[config.mk]
export PLATFORM = sky130hd
export DESIGN_NAME = dnd_name_emitter
export DESIGN_NICKNAME = d
export VERILOG_FILES = /design/src/rtl/dnd_pkg.sv /design/src/rtl/dnd_name_emitter.sv
export SDC_FILE = /design/constraint.sdc
export NUM_CORES = 2
export LEC_CHECK = 0
export BUFFER_PORTS_ARGS = -buffer_cell sky130_fd_sc_hd__buf_2
export CAP_MARGIN = 30
export CORE_MARGIN = 2
export CORE_UTILIZATION = 55
export CTS_BUF_LIST = sky130_fd_sc_hd__clkbuf_16
export DETAILED_ROUTE_END_ITERATION = 10
export HOLD_SLACK_MARGIN = 0.02
export PLACE_DENSITY = 0.69
export SYNTH_ARGS = -nofsm -noshare
export SYNTH_HDL_FRONTEND = slang
export SYNTH_SLANG_ARGS = --single-unit
export TNS_END_PERCENT = 1
[constraint.sdc]
create_clock -name clock -period 5.1 [get_ports clock]
set_input_delay 0.51 -clock clock [delete_from_list [all_inputs] [get_ports clock]]
set_output_delay 0.51 -clock clock [all_outputs]
set_load 0.02 [all_outputs]
[src/rtl/dnd_pkg.sv]
// Package for the DNS name decompressor: shared types, constants and state encodings.
// No dependencies. Used by dnd_name_emitter and dns_name_decompressor_unit.
`default_nettype none

package dnd_pkg;

   // Default sizes of the packet store and of the dotted name buffer.
   localparam int PACKET_BYTES_DEF = 2048;
   localparam int NAME_CHARS_DEF   = 255;

   // Packet positions are carried this wide for every legal store size.
   localparam int POS_W = 15;

   // Field widths of the command and result beats.
   localparam int ADDRESS_W   = 11;
   localparam int PKT_LEN_W   = 12;
   localparam int NAME_LEN_W  = 8;
   localparam int OFFSET_W    = 12;
   localparam int JUMP_W      = 6;
   localparam int CHUNK_CHARS = 8;
   localparam int CHUNK_W     = 64;
   localparam int CHUNK_CNT_W = 4;
   localparam int LANE_W      = 3;

   // Label length byte tags and other protocol constants.
   localparam logic [1:0] TAG_LABEL   = 2'b00;
   localparam logic [1:0] TAG_POINTER = 2'b11;
   localparam logic [7:0] DOT_CHAR    = 8'h2e;
   localparam logic [JUMP_W-1:0] JUMP_LIMIT_RESET = 6'd16;

   // Command codes.
   localparam logic CMD_WRITE  = 1'b0;
   localparam logic CMD_DECODE = 1'b1;

   // Label walker sequencer states.
   typedef enum logic [2:0] {
      W_IDLE,
      W_EVAL_LAB,
      W_EVAL_PTR,
      W_COPY,
      W_FETCH_LAB
   } walk_state_type;

   // Chunk emitter states.
   typedef enum logic [1:0] {
      E_IDLE,
      E_FILL,
      E_SEND
   } emit_state_type;

   // One write into the name buffer.
   typedef struct packed {
      logic                  en;
      logic [NAME_LEN_W-1:0] addr;
      logic [7:0]            data;
   } name_wr_type;

   // Launch of the result sequence once the walk has finished.
   typedef struct packed {
      logic                  go;
      logic                  error;
      logic [NAME_LEN_W-1:0] length;
      logic [OFFSET_W-1:0]   resume;
   } emit_cmd_type;

endpackage

`default_nettype wire

[src/rtl/dnd_name_emitter.sv]
// Name buffer and chunk emitter: holds the dotted name and sends it in 8-byte beats.
// Depends on dnd_pkg.
`default_nettype none

module dnd_name_emitter #(
   parameter int NAME_CHARS = dnd_pkg::NAME_CHARS_DEF
) (
   input  wire                                     clock,
   input  wire                                     reset,
   input  dnd_pkg::name_wr_type                    name_wr,
   input  dnd_pkg::emit_cmd_type                   emit_cmd,
   output logic                                    emit_busy,
   output logic                                    rsp_strobe,
   output logic [dnd_pkg::CHUNK_W-1:0]             rsp_name_chunk,
   output logic [dnd_pkg::CHUNK_CNT_W-1:0]         rsp_chunk_bytes,
   output logic                                    rsp_last,
   output logic                                    rsp_status,
   output logic [dnd_pkg::OFFSET_W-1:0]            rsp_next_offset,
   output logic [dnd_pkg::NAME_LEN_W-1:0]          rsp_name_length
);
   import dnd_pkg::*;

   localparam int NAME_W = $clog2(NAME_CHARS);

   emit_state_type state_ff, state_in;

   logic [7:0]             name_mem [NAME_CHARS];
   logic [7:0]             rdata_ff;
   logic [NAME_LEN_W-1:0]  rd_ptr_ff, rd_ptr_in;
   logic [NAME_LEN_W-1:0]  len_ff, len_in;
   logic [OFFSET_W-1:0]    resume_ff, resume_in;
   logic                   err_ff, err_in;
   logic [CHUNK_CNT_W-1:0] n_ff, n_in;
   logic [CHUNK_CNT_W-1:0] issued_ff, issued_in;
   logic                   rd_valid_ff, rd_valid_in;
   logic [LANE_W-1:0]      lane_ff, lane_in;
   logic [CHUNK_W-1:0]     chunk_ff, chunk_in;
   logic [NAME_LEN_W-1:0]  left;
   logic                   fill_done;
   logic                   chunk_last;

   // Name buffer: one write port from the walker, one registered read port.
   always_ff @(posedge clock) begin
      if (name_wr.en) begin
         name_mem[name_wr.addr[NAME_W-1:0]] <= name_wr.data;
      end
      rdata_ff <= name_mem[rd_ptr_ff[NAME_W-1:0]];
   end

   // Characters still to send and the end of the current chunk.
   always_comb begin
      left       = len_ff - rd_ptr_ff;
      fill_done  = (issued_ff == n_ff);
      chunk_last = (rd_ptr_ff >= len_ff);
   end

   // Next state.
   always_comb begin
      state_in = state_ff;
      case (state_ff)
         E_IDLE: begin
            if (emit_cmd.go) begin
               state_in = emit_cmd.error ? E_SEND : E_FILL;
            end
         end
         E_FILL: begin
            if (fill_done) begin
               state_in = E_SEND;
            end
         end
         E_SEND: begin
            state_in = chunk_last ? E_IDLE : E_FILL;
         end
         default: state_in = E_IDLE;
      endcase
   end

   // Datapath: read issue, lane placement and chunk bookkeeping.
   always_comb begin
      rd_ptr_in   = rd_ptr_ff;
      len_in      = len_ff;
      resume_in   = resume_ff;
      err_in      = err_ff;
      n_in        = n_ff;
      issued_in   = issued_ff;
      lane_in     = issued_ff[LANE_W-1:0];
      rd_valid_in = 1'b0;
      chunk_in    = chunk_ff;
      if (rd_valid_ff) begin
         chunk_in[(CHUNK_CHARS - 1 - int'(lane_ff)) * 8 +: 8] = rdata_ff;
      end
      case (state_ff)
         E_IDLE: begin
            if (emit_cmd.go) begin
               rd_ptr_in = '0;
               issued_in = '0;
               chunk_in  = '0;
               err_in    = emit_cmd.error;
               if (emit_cmd.error) begin
                  len_in    = '0;
                  resume_in = '0;
                  n_in      = '0;
               end else begin
                  len_in    = emit_cmd.length;
                  resume_in = emit_cmd.resume;
                  n_in      = (emit_cmd.length > NAME_LEN_W'(CHUNK_CHARS)) ?
                              CHUNK_CNT_W'(CHUNK_CHARS) : emit_cmd.length[CHUNK_CNT_W-1:0];
               end
            end
         end
         E_FILL: begin
            if (!fill_done) begin
               rd_ptr_in   = rd_ptr_ff + 1'b1;
               issued_in   = issued_ff + 1'b1;
               rd_valid_in = 1'b1;
            end
         end
         E_SEND: begin
            issued_in = '0;
            chunk_in  = '0;
            n_in      = (left > NAME_LEN_W'(CHUNK_CHARS)) ?
                        CHUNK_CNT_W'(CHUNK_CHARS) : left[CHUNK_CNT_W-1:0];
         end
         default: begin
            issued_in = '0;
         end
      endcase
   end

   // Result beat outputs.
   always_comb begin
      emit_busy       = (state_ff != E_IDLE);
      rsp_strobe      = (state_ff == E_SEND);
      rsp_name_chunk  = chunk_ff;
      rsp_chunk_bytes = n_ff;
      rsp_last        = chunk_last;
      rsp_status      = err_ff;
      rsp_next_offset = resume_ff;
      rsp_name_length = len_ff;
   end

   // Registers.
   always_ff @(posedge clock) begin
      if (reset) begin
         state_ff    <= E_IDLE;
         rd_valid_ff <= 1'b0;
      end else begin
         state_ff    <= state_in;
         rd_valid_ff <= rd_valid_in;
      end
      rd_ptr_ff <= rd_ptr_in;
      len_ff    <= len_in;
      resume_ff <= resume_in;
      err_ff    <= err_in;
      n_ff      <= n_in;
      issued_ff <= issued_in;
      lane_ff   <= lane_in;
      chunk_ff  <= chunk_in;
   end

endmodule

`default_nettype wire

======== After elaboration in Yosys (flattened, before gate mapping) ========
Memory sizes are Yosys's and may differ from the RTL's. A register that Yosys moved wholly into a read port is not among the register bits.
Cells that the tools add are included.
storage, ports and cells
  flip-flop bits (word level) ............. 107
  RAM bits ................................ 2,040
  logic and storage cells ................. 61
  memories ................................ 1
memory list
  memory    words  width  read ports  clocked after memory_dff  wr ports  RTL line                RTL
  name_mem  255    8      1           1                         1         dnd_name_emitter.sv:27  logic [7:0] name_mem [NAME_CHARS];
operators by class
  add/sub/neg operators ................... 5
  order comparisons ....................... 3
  equal/unequal tests ..................... 6
  shift-type cells ........................ 2
  multiplexer cells ....................... 23
  bitwise logic cells ..................... 1
  reductions and logical operators ........ 10
operators with widths
  operator                                                                          number
  64-bit 2-to-1 mux                                                                 2
  64-bit one-hot mux with 2 select lines                                            1
  64-bit bitwise mux                                                                1
  8-bit by 33-bit variable shift with 64-bit output (first input constant)          1
  8-bit by 33-bit indexed part select with 64-bit output                            1
  7-bit negator with 33-bit output                                                  1
  4-bit 2-to-1 mux                                                                  6
  8-bit by 4-bit greater-than comparator with 1-bit output (second input constant)  2
  8-bit 2-to-1 mux                                                                  2
  4-bit one-hot mux with 2 select lines                                             2
  8-bit one-hot mux with 2 select lines                                             1
  8-bit by 1-bit adder with 8-bit output (second input constant)                    1
  8-bit greater-or-equal comparator                                                 1
  2-bit AND reduction                                                               4
  8-bit subtractor                                                                  1
  2-bit 2-to-1 mux                                                                  3
  2-bit inequality test (second input constant)                                     3
  2-bit one-hot mux with 3 select lines                                             1
  2-bit nonzero test                                                                3
  4-bit by 1-bit adder with 4-bit output (second input constant)                    1
  4-bit == test                                                                     1
  1-bit 2-to-1 mux                                                                  4
  3-bit by 3-bit subtractor with 4-bit output (first input constant)                1
  3-bit AND reduction                                                               1
  5 further kinds                                                                   5

======== Longest topological paths before layout ========
  word-level depth ........................ 7
  gate-level depth with buffers ........... 12
  depth with buffers taken out ............ 10

======== Least setup slack after synthesis ========
Ideal clock, no wire load.
  kind .................................... register to output
  from .................................... register rd_ptr_ff[2]
  to ...................................... output port rsp_last
  arrival time ............................ 2.984 ns
  data required time ...................... 4.590 ns
  slack ................................... 1.606 ns
  stages on the path, launching flop included .. 11
  path through ............................ edfxtp_1 -> buf_2 -> clkinv_1 -> clkbuf_1 -> clkbuf_1 -> ha_1 -> nor2b_1 -> o21ai_0 -> a21boi_0 -> o31a_1 -> o31ai_1
on the way
  cells in the longest elaborated chain, start to end .. 1
RTL lines
  item                               RTL line                 RTL
  start: declaration                 dnd_name_emitter.sv:29   logic [NAME_LEN_W-1:0] rd_ptr_ff, rd_ptr_in;
  start signal: assignment           dnd_name_emitter.sv:151  rd_ptr_ff <= rd_ptr_in;
  8-bit greater-or-equal comparator  dnd_name_emitter.sv:54   chunk_last = (rd_ptr_ff >= len_ff);
  end: declaration                   dnd_name_emitter.sv:16   output logic rsp_last,
No other way between the ends.

======== Worst setup path in the final report ========
  from .................................... register rd_ptr_ff[4]
  to ...................................... output port rsp_last
Same word-level chain as after synthesis.

==> metrics.txt <==
status=finished clean; cells after synthesis=roughly 4.2k; number of global-route vias before repair=43.0k; post-DR wirelength/cell=34.4 um; CP Launch Point=rd_ptr_ff[4]$_SDFFCE_PP0P_; WHS Endpoint=state_ff[1]$_SDFFE_PP0P_; TritonCTS clock tree=built; min Tclk post-route=around 4.5 ns; Final Worst Setup Slack=0.607 ns; Slew HR=20.9%; htree depth=4; Mapped Nets=between 4k and 5k; most frequent cells in the layout=edfxtp_1, mux4_2, nor2_1; Tot GR Track Use=between 20% and 30%; fin crit share=88.1%; nets=4503; largest net degree at the start of global routing=around 210; Routed Antenna Nets=0; # rows=between 100 and 150; # DRC=0; later-pin clock latency in the skew report=0.85 ns; RSZ-0062 raised after global routing=no; Worst Path Max Fanout=14; 1st-iter DRT viols=6782; I/O pin total=between 100 and 150; ys flop type=edfxtp_1; drt first pass iters=6; Synth Area in XOR/XNOR=less than 1%; EDFF count, synth=2077; first-pass GRT wire length=324 mm; mapped cell area=83900 um2; compound-gate portion of the synthesized area=3.52%; Fmax=223 MHz; largest family of logic cells by synthesized area=multiplexers; Root Buffer=clkbuf_16; Max-Cap Viols=0; WP data required=4.59 ns; share of layout cells above drive strength 1=between 20 and 25%; PortBufs=132; Mapped Avg Cell Area=19.9 um2; Synth async-reset ratio=0%; Horiz. Die Dim=395 um; WHS Path Cells=5; global route total overflow=0; Crit Reg-Reg Startpoint=rd_ptr_ff[1]$_SDFFCE_PP0P_; CP endpoint kind=output port; Pins Over Slew Limit=0; PostCTS Resize Cnt=0; HPWL after detailed placement=roughly 140 mm; Core Region=152000 um2; reg-to-reg setup timing slack=0.99 ns; Seq/Total Area, Yosys=76.2%; worst setup path class=flop to output port; cts bufs inserted=roughly 200; commonest non-fill, non-tap cell in the layout=edfxtp_1; Worst Hold Launch=emit_cmd[21]; Adder-Cell Fraction of Synth Area=less than 1%; synth unique cells=77; Critical Path Start Type=flop; Clock Path Buffers=3; Arr. time, crit path=just under 4 ns; worst vdd ir=0.000424 V; pwr dens=416 nW/um2; final wirelength=229 mm; R2R cell count=10; actual slew at the worst max-slew pin=1.19 ns; Lkg Pwr=29.7 nW; YS warnings=0; # setup viols final=0; final hold vios=0; Setup WS pre-CTS=1.15 ns; post-synthesis mux area share=between 10% and 20%; via count=44.4k; Reg2Reg Capture Point=rdata_ff[2]$_DFF_P_; synthesis-to-finish area growth=11.7%; Simple-Gate Fraction of Synth Area=roughly 3.6%; flop and latch count out of synthesis=2155; Clock Skews=0.0308 ns; initial core utilization=between 50% and 60%; routability-driven placement congestion ratio=0.939; initial antenna violation count=8; Min Hold Slack=between 0.1 and 0.15 ns; HP Class=input pin to flop; clock-pin slew on the worst setup and hold paths=0.06 ns; die area=156000 um2; routed vias/inst=approximately 6.7; CTS sink cnt=about 2.2k; Die Y-Extent=395 um; setup tns final=0 ns
-- logic make-up (layout without fill, tap and decap cells) --
family                   after synthesis  count (layout)
AO/OA/AOI/OAI                        423             423
XOR/XNOR                              14              14
adder cells (fa/ha/maj)               14              14
buffers and inverters                264             667
flip-flops                          2155            2155
multiplexers                         647             647
other                                  0               1
AND/OR/NAND/NOR                      696             696
-- how the worst max path moves through the flow --
stage                                      to  slack, ns  depth (start not counted)
after floorplan                      rsp_last       1.61                         10
after global placement    rdata_ff[2]$_DFF_P_       1.16                         10
after detailed placement  rdata_ff[2]$_DFF_P_       1.15                         10
after CTS                            rsp_last       0.75                          9
after global routing                 rsp_last       0.50                          9
final                                rsp_last       0.61                          6
-- flip-flops by register name (all words and copies together), names as in the netlist, 4 cells and up --
signal and flops:
rsp_name_chunk 64, rd_ptr_ff 8, rsp_name_length 8, name_mem 2040
issued_ff 4, rsp_chunk_bytes 4, rsp_next_offset 12, rdata_ff 8
-- power breakdown --
group	internal, mW	leakage [nW]	switching, mW
sequential	19.5	19.3	0.218
clock	7.99	3.30	6.45
combinational	1.70	7.09	3.09
-- stage by stage --
step / instances / power [mW] / instance area, um2 / utilization [%]
after floorplan: 4213 / 22.7 / 83900 / -
after global placement: 6246 / 24.7 / 87100 / 57.4
after detailed placement: 6248 / 24.8 / 87100 / 57.4
after CTS: 6642 / 38.9 / 93700 / 61.7
after global routing: 6646 / 39.9 / 93700 / 61.8
final: 6647 / 39.0 / 93700 / 61.8
-- layer usage --
metal	GRT usage, %	up-vias	wire length (um)
met5	0	-	39
met3	7.74	565	27800
met4	14.2	6	12100
li1	-	17800	-
met1	41.6	23100	85200
met2	43.4	2998	104000
-- layout make-up --
class	count	area, um2
Antenna cell	1	2.50
Timing Repair Buffer	278	2300
Sequential cell	2155	63900
Tap cell	2030	2540
Fill cell	10400	58000
Clock buffer	205	5130
Multi-Input combinational cell	1794	18600
Clock inverter	168	1190
Inverter	16	62.6
-- Yosys cell counts (all sizes together), types with 8 or more instances --
library cell,number,area share [%]
nand3b,8,0.072
ha,13,0.19
a31oi,8,0.060
nand2b,9,0.067
a32oi,8,0.083
a21oi,93,0.55
edfxtp,2077,74
inv,14,0.063
o31ai,11,0.098
mux2i,184,2.2
nor2,386,1.7
nor3,15,0.095
mux4,458,12
a211oi,16,0.14
nand2,115,0.51
buf,119,1.1
o211ai,12,0.11
o221ai,13,0.14
a22oi,83,0.74
o21ai,57,0.34
nand3,67,0.40
dfxtp,78,1.9
nor2b,47,0.35
a22o,14,0.15
clkbuf,129,0.58
nand4,18,0.13
o22ai,18,0.13
a221oi,45,0.49
-- critical path, cell delays in order (launching register included) --
cell	delay, ns
edfxtp_1	0.82
inv_1	0.66
ha_1	0.56
a21boi_0	0.18
o31a_1	0.28
o31ai_1	0.36
buf_2	0.26
-- what timing repair did --
action | 4_1_cts | 5_1_grt
buffers inserted | 0 | 0
hold buffers | 21 | 0
hold endpoints to repair | 26 | 0
(Power assumes the default switching activity.)
